==> src/hdl/life_generation_row_stencil_macros.svh <==
// Assertion helpers shared by the Life stencil RTL.
// The clocked forms use clk, and the guarded forms use rst_n, of the module that uses them.
`ifndef LIFE_GENERATION_ROW_STENCIL_MACROS_SVH
`define LIFE_GENERATION_ROW_STENCIL_MACROS_SVH

`ifndef SYNTH

// Check a property while the block is out of reset.
`define LGRS_ASSERT(lbl, prop, msg) \
  lbl: assert property (@(posedge clk) disable iff (!rst_n) (prop)) else $error(msg);

// Check a property at every edge, reset included.
`define LGRS_ASSERT_ALWAYS(lbl, prop, msg) \
  lbl: assert property (@(posedge clk) (prop)) else $error(msg);

`else

`define LGRS_ASSERT(lbl, prop, msg)
`define LGRS_ASSERT_ALWAYS(lbl, prop, msg)

`endif

`endif

==> src/hdl/lgrs_pkg.sv <==
package lgrs_pkg;

  // Row geometry
  localparam int ROW_W   = 64;
  localparam int COLUMNS = 64;
  localparam logic [ROW_W-1:0] ROW_MASK = {ROW_W{1'b1}} >> (ROW_W - COLUMNS);

  // B3/S23 rule counts
  localparam int CNT_W = 4;
  localparam logic [CNT_W-1:0] BIRTH_COUNT   = CNT_W'(3);
  localparam logic [CNT_W-1:0] SURVIVE_COUNT = CNT_W'(2);

  // Result queue
  localparam int FIFO_DEPTH = 4;
  localparam int FIFO_AW    = $clog2(FIFO_DEPTH);
  localparam int FIFO_CW    = $clog2(FIFO_DEPTH + 1);

  typedef struct packed {
    logic [ROW_W-1:0] row_cells;
    logic             first_row;
    logic             last_row;
  } in_beat_t;

  typedef struct packed {
    logic [ROW_W-1:0] next_row_cells;
    logic             frame_end;
  } out_beat_t;

endpackage

==> src/hdl/lgrs_lane.sv <==
module lgrs_lane (
  input  logic [2:0] above_win,
  input  logic [2:0] here_win,
  input  logic [2:0] below_win,
  output logic       next_cell
);
  import lgrs_pkg::*;

  logic [CNT_W-1:0] count;

  // Count the eight neighbors around the center cell
  assign count = CNT_W'(above_win[0]) + CNT_W'(above_win[1]) + CNT_W'(above_win[2]) +
                 CNT_W'(here_win[0])  + CNT_W'(here_win[2]) +
                 CNT_W'(below_win[0]) + CNT_W'(below_win[1]) + CNT_W'(below_win[2]);

  // Birth on three, survive on two
  assign next_cell = (count == BIRTH_COUNT) || (here_win[1] && (count == SURVIVE_COUNT));

endmodule

==> src/hdl/lgrs_row_gen.sv <==
module lgrs_row_gen (
  input  logic [lgrs_pkg::ROW_W-1:0] above,
  input  logic [lgrs_pkg::ROW_W-1:0] here,
  input  logic [lgrs_pkg::ROW_W-1:0] below,
  output logic [lgrs_pkg::ROW_W-1:0] next_row
);
  import lgrs_pkg::*;

  logic [ROW_W+1:0] above_pad;
  logic [ROW_W+1:0] here_pad;
  logic [ROW_W+1:0] below_pad;
  logic [ROW_W-1:0] lane_out;

  // Pad both edges with dead cells; drop columns past the grid
  assign above_pad = {1'b0, above & ROW_MASK, 1'b0};
  assign here_pad  = {1'b0, here & ROW_MASK, 1'b0};
  assign below_pad = {1'b0, below & ROW_MASK, 1'b0};

  // One lane per column
  for (genvar c = 0; c < ROW_W; c++) begin : g_col
    if (c < COLUMNS) begin : g_lane
      lgrs_lane u_lane (
        .above_win (above_pad[c+2:c]),
        .here_win  (here_pad[c+2:c]),
        .below_win (below_pad[c+2:c]),
        .next_cell (lane_out[c])
      );
    end else begin : g_off
      assign lane_out[c] = 1'b0;
    end
  end

  // Merge the lane bits into the result row
  assign next_row = lane_out & ROW_MASK;

endmodule

==> src/hdl/life_generation_row_stencil.sv <==
// Streams one B3/S23 Life generation: each in_ beat is one grid row (bit c is column c), rows
// of a frame arrive top to bottom, and 64 column lanes compute a whole row in the cycle the
// beat is accepted, so one row is taken every cycle while the four-entry result queue has
// room for two beats. A row emits the next generation of the row above it (none for the top
// row), and the bottom row also emits its own next generation, with frame_end set. Cells
// outside the grid count as dead, and the first result of a row leaves on out_ in the cycle
// after its input is accepted at the earliest.
module life_generation_row_stencil (
  input  logic                clk,
  input  logic                rst_n,
  input  logic                in_valid,
  output logic                in_stall,
  input  lgrs_pkg::in_beat_t  in_beat,
  output logic                out_valid,
  input  logic                out_stall,
  output lgrs_pkg::out_beat_t out_beat
);
  import lgrs_pkg::*;

  `include "life_generation_row_stencil_macros.svh"

  // Line buffer
  logic [ROW_W-1:0] upper_r, upper_nxt;
  logic [ROW_W-1:0] middle_r, middle_nxt;
  logic             mid_valid_r, mid_valid_nxt;

  // Result queue
  out_beat_t          fifo_r [FIFO_DEPTH];
  logic [FIFO_AW-1:0] wr_ptr_r, wr_ptr_nxt;
  logic [FIFO_AW-1:0] rd_ptr_r, rd_ptr_nxt;
  logic [FIFO_CW-1:0] count_r, count_nxt;

  logic             in_acc;
  logic             out_acc;
  logic [ROW_W-1:0] row_in;
  logic             restart;
  logic             push_a;
  logic             push_b;
  logic [FIFO_AW-1:0] wr_b_idx;
  logic [ROW_W-1:0] gen_a_row;
  logic [ROW_W-1:0] gen_b_row;
  logic [ROW_W-1:0] gen_b_above;
  out_beat_t        res_a;
  out_beat_t        res_b;
  logic             top_only;
  logic [FIFO_AW-1:0] ptr_gap;

  assign in_acc  = in_valid && !in_stall;
  assign out_acc = out_valid && !out_stall;
  assign row_in  = in_beat.row_cells & ROW_MASK;
  assign restart = in_beat.first_row || !mid_valid_r;

  // Hold input while fewer than two slots are free
  assign in_stall = (count_r > FIFO_CW'(FIFO_DEPTH - 2));

  // Middle row with the new row below it
  lgrs_row_gen u_gen_a (
    .above    (upper_r),
    .here     (middle_r),
    .below    (row_in),
    .next_row (gen_a_row)
  );

  // Bottom row with a dead row below it
  assign gen_b_above = restart ? '0 : middle_r;

  lgrs_row_gen u_gen_b (
    .above    (gen_b_above),
    .here     (row_in),
    .below    ('0),
    .next_row (gen_b_row)
  );

  assign res_a = '{next_row_cells: gen_a_row, frame_end: 1'b0};
  assign res_b = '{next_row_cells: gen_b_row, frame_end: 1'b1};

  assign push_a   = in_acc && !restart;
  assign push_b   = in_acc && in_beat.last_row;
  assign wr_b_idx = wr_ptr_r + FIFO_AW'(push_a);

  // Advance the line buffer
  always_comb begin
    upper_nxt     = upper_r;
    middle_nxt    = middle_r;
    mid_valid_nxt = mid_valid_r;
    if (in_acc) begin
      if (in_beat.last_row) begin
        upper_nxt     = '0;
        middle_nxt    = '0;
        mid_valid_nxt = 1'b0;
      end else if (restart) begin
        upper_nxt     = '0;
        middle_nxt    = row_in;
        mid_valid_nxt = 1'b1;
      end else begin
        upper_nxt  = middle_r;
        middle_nxt = row_in;
      end
    end
  end

  // Advance queue pointers and fill count
  always_comb begin
    wr_ptr_nxt = wr_ptr_r + FIFO_AW'(push_a) + FIFO_AW'(push_b);
    rd_ptr_nxt = rd_ptr_r + FIFO_AW'(out_acc);
    count_nxt  = count_r + FIFO_CW'(push_a) + FIFO_CW'(push_b) - FIFO_CW'(out_acc);
  end

  always_ff @(posedge clk) begin
    if (!rst_n) begin
      upper_r     <= '0;
      middle_r    <= '0;
      mid_valid_r <= 1'b0;
      wr_ptr_r    <= '0;
      rd_ptr_r    <= '0;
      count_r     <= '0;
    end else begin
      upper_r     <= upper_nxt;
      middle_r    <= middle_nxt;
      mid_valid_r <= mid_valid_nxt;
      wr_ptr_r    <= wr_ptr_nxt;
      rd_ptr_r    <= rd_ptr_nxt;
      count_r     <= count_nxt;
    end
  end

  // Write result beats in stream order
  always_ff @(posedge clk) begin
    if (push_a) begin
      fifo_r[wr_ptr_r] <= res_a;
    end
    if (push_b) begin
      fifo_r[wr_b_idx] <= res_b;
    end
  end

  // Present the queue head
  assign out_valid = (count_r != '0);
  assign out_beat  = fifo_r[rd_ptr_r];

  // Top row that opens a frame without closing it
  assign top_only = in_acc && restart && !in_beat.last_row;
  assign ptr_gap  = wr_ptr_r - rd_ptr_r;

  `LGRS_ASSERT(a_fifo_bound, count_r <= FIFO_CW'(FIFO_DEPTH), "result queue overfilled")
  `LGRS_ASSERT(a_idle_buffer_clear, !mid_valid_r |-> (upper_r | middle_r) == '0, "stale rows")
  `LGRS_ASSERT(a_last_closes, (in_acc && in_beat.last_row) |=> !mid_valid_r, "frame left open")
  `LGRS_ASSERT(a_top_silent, top_only |=> count_r <= $past(count_r), "top row emitted")
  `LGRS_ASSERT(a_ptr_gap, count_r[FIFO_AW-1:0] == ptr_gap, "pointers disagree")

endmodule

==> config.mk <==
export PLATFORM = sky130hd
export DESIGN_NAME = life_generation_row_stencil
export DESIGN_NICKNAME = d
export VERILOG_FILES = /design/src/hdl/lgrs_pkg.sv /design/src/hdl/lgrs_lane.sv /design/src/hdl/lgrs_row_gen.sv /design/src/hdl/life_generation_row_stencil.sv
export VERILOG_INCLUDE_DIRS = /design/src /design/src/hdl
export SDC_FILE = /design/constraint.sdc
export NUM_CORES = 1
export LEC_CHECK = 0
export BUFFER_PORTS_ARGS = -buffer_cell sky130_fd_sc_hd__clkbuf_2
export CAP_MARGIN = 20
export CELL_PAD_IN_SITES_DETAIL_PLACEMENT = 1
export CELL_PAD_IN_SITES_GLOBAL_PLACEMENT = 1
export CORE_UTILIZATION = 45
export CTS_BUF_LIST = sky130_fd_sc_hd__clkbuf_4 sky130_fd_sc_hd__clkbuf_8 sky130_fd_sc_hd__clkbuf_16
export DETAILED_ROUTE_END_ITERATION = 10
export PLACE_DENSITY = 0.85
export SLEW_MARGIN = 20
export SYNTH_ARGS = -nofsm -noshare
export SYNTH_HDL_FRONTEND = slang
export SYNTH_SLANG_ARGS = --single-unit
==> constraint.sdc <==
create_clock -name clk -period 13 [get_ports clk]
set_input_delay 1.3 -clock clk [delete_from_list [all_inputs] [get_ports clk]]
set_output_delay 1.3 -clock clk [all_outputs]
set_load 0.005 [all_outputs]
==> results_dict.tcl <==
set metrics [dict create \
    status "complete, but fails checks" \
    failed_checks "DRC" \
    fin_util_pct 49.9 \
    power_frac_comb_pct 39.7 \
    start_util_pct 45.6 \
    cts_root_buf "clkbuf_16" \
    die_w_um 274 \
    intPower_uw 3000 \
    syn_nets 3985 \
    pre_cts_slack_ns 7.89 \
    clk_path_buf_depth 3 \
    arrival_ns 4.75 \
    wl_mm 97.7 \
    synth_cell_types 35 \
    cp-endpoint "fifo_r[0][44]" \
    ys_async_sr_fraction_pct 0 \
    end_kind "flop" \
    grt_max_degree 75 \
    synth-seq-cells 396 \
    grt_pass1_wl_mm 154 \
    fin_ws_ns 8.45 \
    ant_nets 0 \
    post_cts_resized 0 \
    critPathSlowestCell "nand2_4" \
    postLayoutCellArea_um2 36500 \
    slew_violations 0 \
    r2r_slack_ns 8.45 \
    start_kind "flop" \
    required_ns 13.20 \
    synth.cell_area_um2 33300 \
    nNetsFinal 4062 \
    wl_per_cell_um 22.8 \
    finalCritPeriodShare_pct 35.0 \
    worstSkewPairLatency_ns 0.61 \
    p_sw_uw 1950 \
    numCtsBuffers 47 \
    hold_viol_final 0 \
    cap_violations 0 \
    path_cells "inv_1 > ha_1 > o21a_4 > buf_4 > nand3_4 > nand2_4" \
    fin_setup_tns_ns 0 \
    worstPathMaxFanout 67 \
    synth_top_area_cell "edfxtp_1" \
    hold_ws_ns 0.449 \
    synth_area_leaders "edfxtp_1 (23%), fa_1 (23%), ha_1 (12%)" \
    fmax_mhz 220 \
    cts_tree "done" \
    multi_input_area_um2 19300 \
    p_leak_uw 0.0161 \
    detail_route.vias_per_cell 5.75 \
    crit_type "flop to flop" \
    dpl-instance-area_um2 34900 \
    crit_buf_inv 2 \
    synth-seq-area-share_pct 31.5 \
    synthCells 3212 \
    ios 137 \
    peakVddDrop_uv 82.9 \
    crit_family "simple AND/OR/NAND/NOR gates" \
    syn_to_final_growth_pct 9.52 \
    r2r_start "count_r[1]" \
    die_area_um2 75100 \
    htree_levels 2 \
    clkTransAtPathRegs_ns 0.06 \
    ys_top_cells_by_count "inv_1 (828), fa_1 (380), nand2_1 (344), ha_1 (323)" \
    drt_drc_violations_left 4 \
    post-synth-top-count-cell "inv_1" \
    cts_sinks 396 \
    place_congestion 0.821 \
    dp_hpwl_mm 69.3 \
    skew_ns 0.0234 \
    finalSetupViolCount 0 \
    hold_buffers 0 \
    first_iter_violations 1763 \
    fill_cells 8009 \
    pwr-share-clk_pct 28.1 \
    relSlewSlack_pct 25.1 \
    crit_path_start "count_r[1]" \
    p_seq_share_pct 32.2 \
    grt.met1_usage_pct 31.9 \
    min_period_ns 4.55 \
    grt_util_met2_pct 46.3 \
    yosys_warnings 0 \
    grt_usage_pct 26.5 \
    worst-r2r-cell-count 6 \
    layout.area.seq_um2 10500 \
    overflow 0 \
    rsz0062_at_grt "false" \
    cpPeakStageDelay_ns 1.20 \
    portBuffers 136 \
    reg2reg_to "fifo_r[0][44]" \
    antenna_found_initial 4 \
    switching_share_pct 39.4 \
    synth_edf_count 256 \
    path_depth 6 \
    synth_top_area_share_pct 23.1 \
    drive_gt1_share_pct 9.41 \
    globalRouteMet3Util_pct 3.81 \
    die_y_um 274 \
    post-cts-setup-buffers 0 \
    ys.flop_type "edfxtp_1" \
    synth_area_per_cell_um2 10.4 \
    num_vias 24700 \
    core_region_area_um2 73100 \
    power_density_nw_per_um2 136 \
    row_count 99 \
    firstDrtPassIters 8 \
    tightestPinTransition_ns 1.12 \
    grt_pass1_vias 27900 \
    busiest_layer "met2" \
    min_path_type "flop to flop" \
]
==> worst register-to-register path, delay by kind of cell (launching register included) <==
family | cells | cell delay [ns]
AOI/OAI and AO/OA | 1 | 0.23
adders and majority gates | 1 | 0.57
and+or+nand+nor | 2 | 2.22
DFF | 1 | 0.32
buffers and inverters | 2 | 0.75
==> worst min-delay path by stage <==
stage / start / to / slack [ns] / cells after the start
after detailed placement: fifo_r[2][0] / fifo_r[2][0] / 0.44 / 2
after floorplan: fifo_r[2][0] / fifo_r[2][0] / 0.42 / 2
after global routing: fifo_r[2][0] / fifo_r[2][0] / 0.47 / 2
after CTS: fifo_r[0][0] / fifo_r[0][0] / 0.45 / 2
final: fifo_r[0][0] / fifo_r[0][0] / 0.45 / 2
after global placement: fifo_r[2][0] / fifo_r[2][0] / 0.43 / 2
==> placed cells by master (no fill, tap or decap), drive strengths merged, types with 2 or more instances in the layout <==
cell      Yosys  layout
or3          58      58
a2111oi       5       5
buf          78      12
clkinv        0      18
nor2b        20      20
a31oi        12      12
and2         10      10
nor2         83      83
mux2i        45      45
xor2          2       2
o21ai         7       7
edfxtp      256     256
inv         828     828
a211oi       45      45
nand2       344     344
o2111ai       5       5
nand2b        3       3
fa          380     380
o211ai       66      66
a21oi       128     128
bufinv        0       5
a211o         2       2
dfxtp       140     140
ha          323     323
clkbuf       42     193
clkinvlp      0       7
mux4         65      65
o22ai       256     256
xnor2         3       3
diode         0       3
==> registers in the layout, summed over array words and instances, names as in the netlist <==
signal	cells
count_r	3
middle_r	64
wr_ptr_r	2
upper_r	64
mid_valid_r	1
rd_ptr_r	2
fifo_r	260
==> per-stage QoR <==
| stage | power [µW] | instances |
|---|---|---|
| floorplan | 2810 | 3212 |
| detailed placement | 3560 | 4199 |
| finish | 4960 | 4289 |
| global route | 5220 | 4289 |
| global placement | 3420 | 4198 |
| CTS | 4960 | 4286 |
==> power groups by stage <==
| stage | logic [µW] | clock network [µW] | registers, µW |
|---|---|---|---|
| 2_1_floorplan | 1270 | 0 | 1540 |
| 3_3_place_gp | 1810 | 0 | 1610 |
| 3_5_place_dp | 1940 | 0 | 1620 |
| 4_1_cts | 1970 | 1390 | 1600 |
| 5_1_grt | 2170 | 1440 | 1610 |
| 6_report | 1970 | 1390 | 1590 |
==> cell type report <==
class	count	share of cell area, %
clock buffer	57	3.53
antenna	3	0.0206
multi-input combinational	1868	52.9
inverter	828	8.52
clock inverter	30	0.810
tap	959	3.29
sequential	396	28.8
timing repair buffer	148	2.17
==> routing by layer <==
layer	routed length (µm)	share of wire, %	up-vias
met3	5480	5.6	254
li1	-	-	10800
met2	49100	50	866
met4	4860	5.0	2
met5	12	0.012	-
met1	38200	39	12800
==> cell families after synthesis <==
kind of cell / share of synthesized area [%]
buffers and inverters: 11.1
adders and majority gates: 35.0
AOI/OAI and AO/OA: 9.91
and+or+nand+nor: 6.67
DFF: 31.5
muxes: 5.75
xor gates and xnor gates: 0.132
Note: power is estimated with default switching activity, not from simulation.
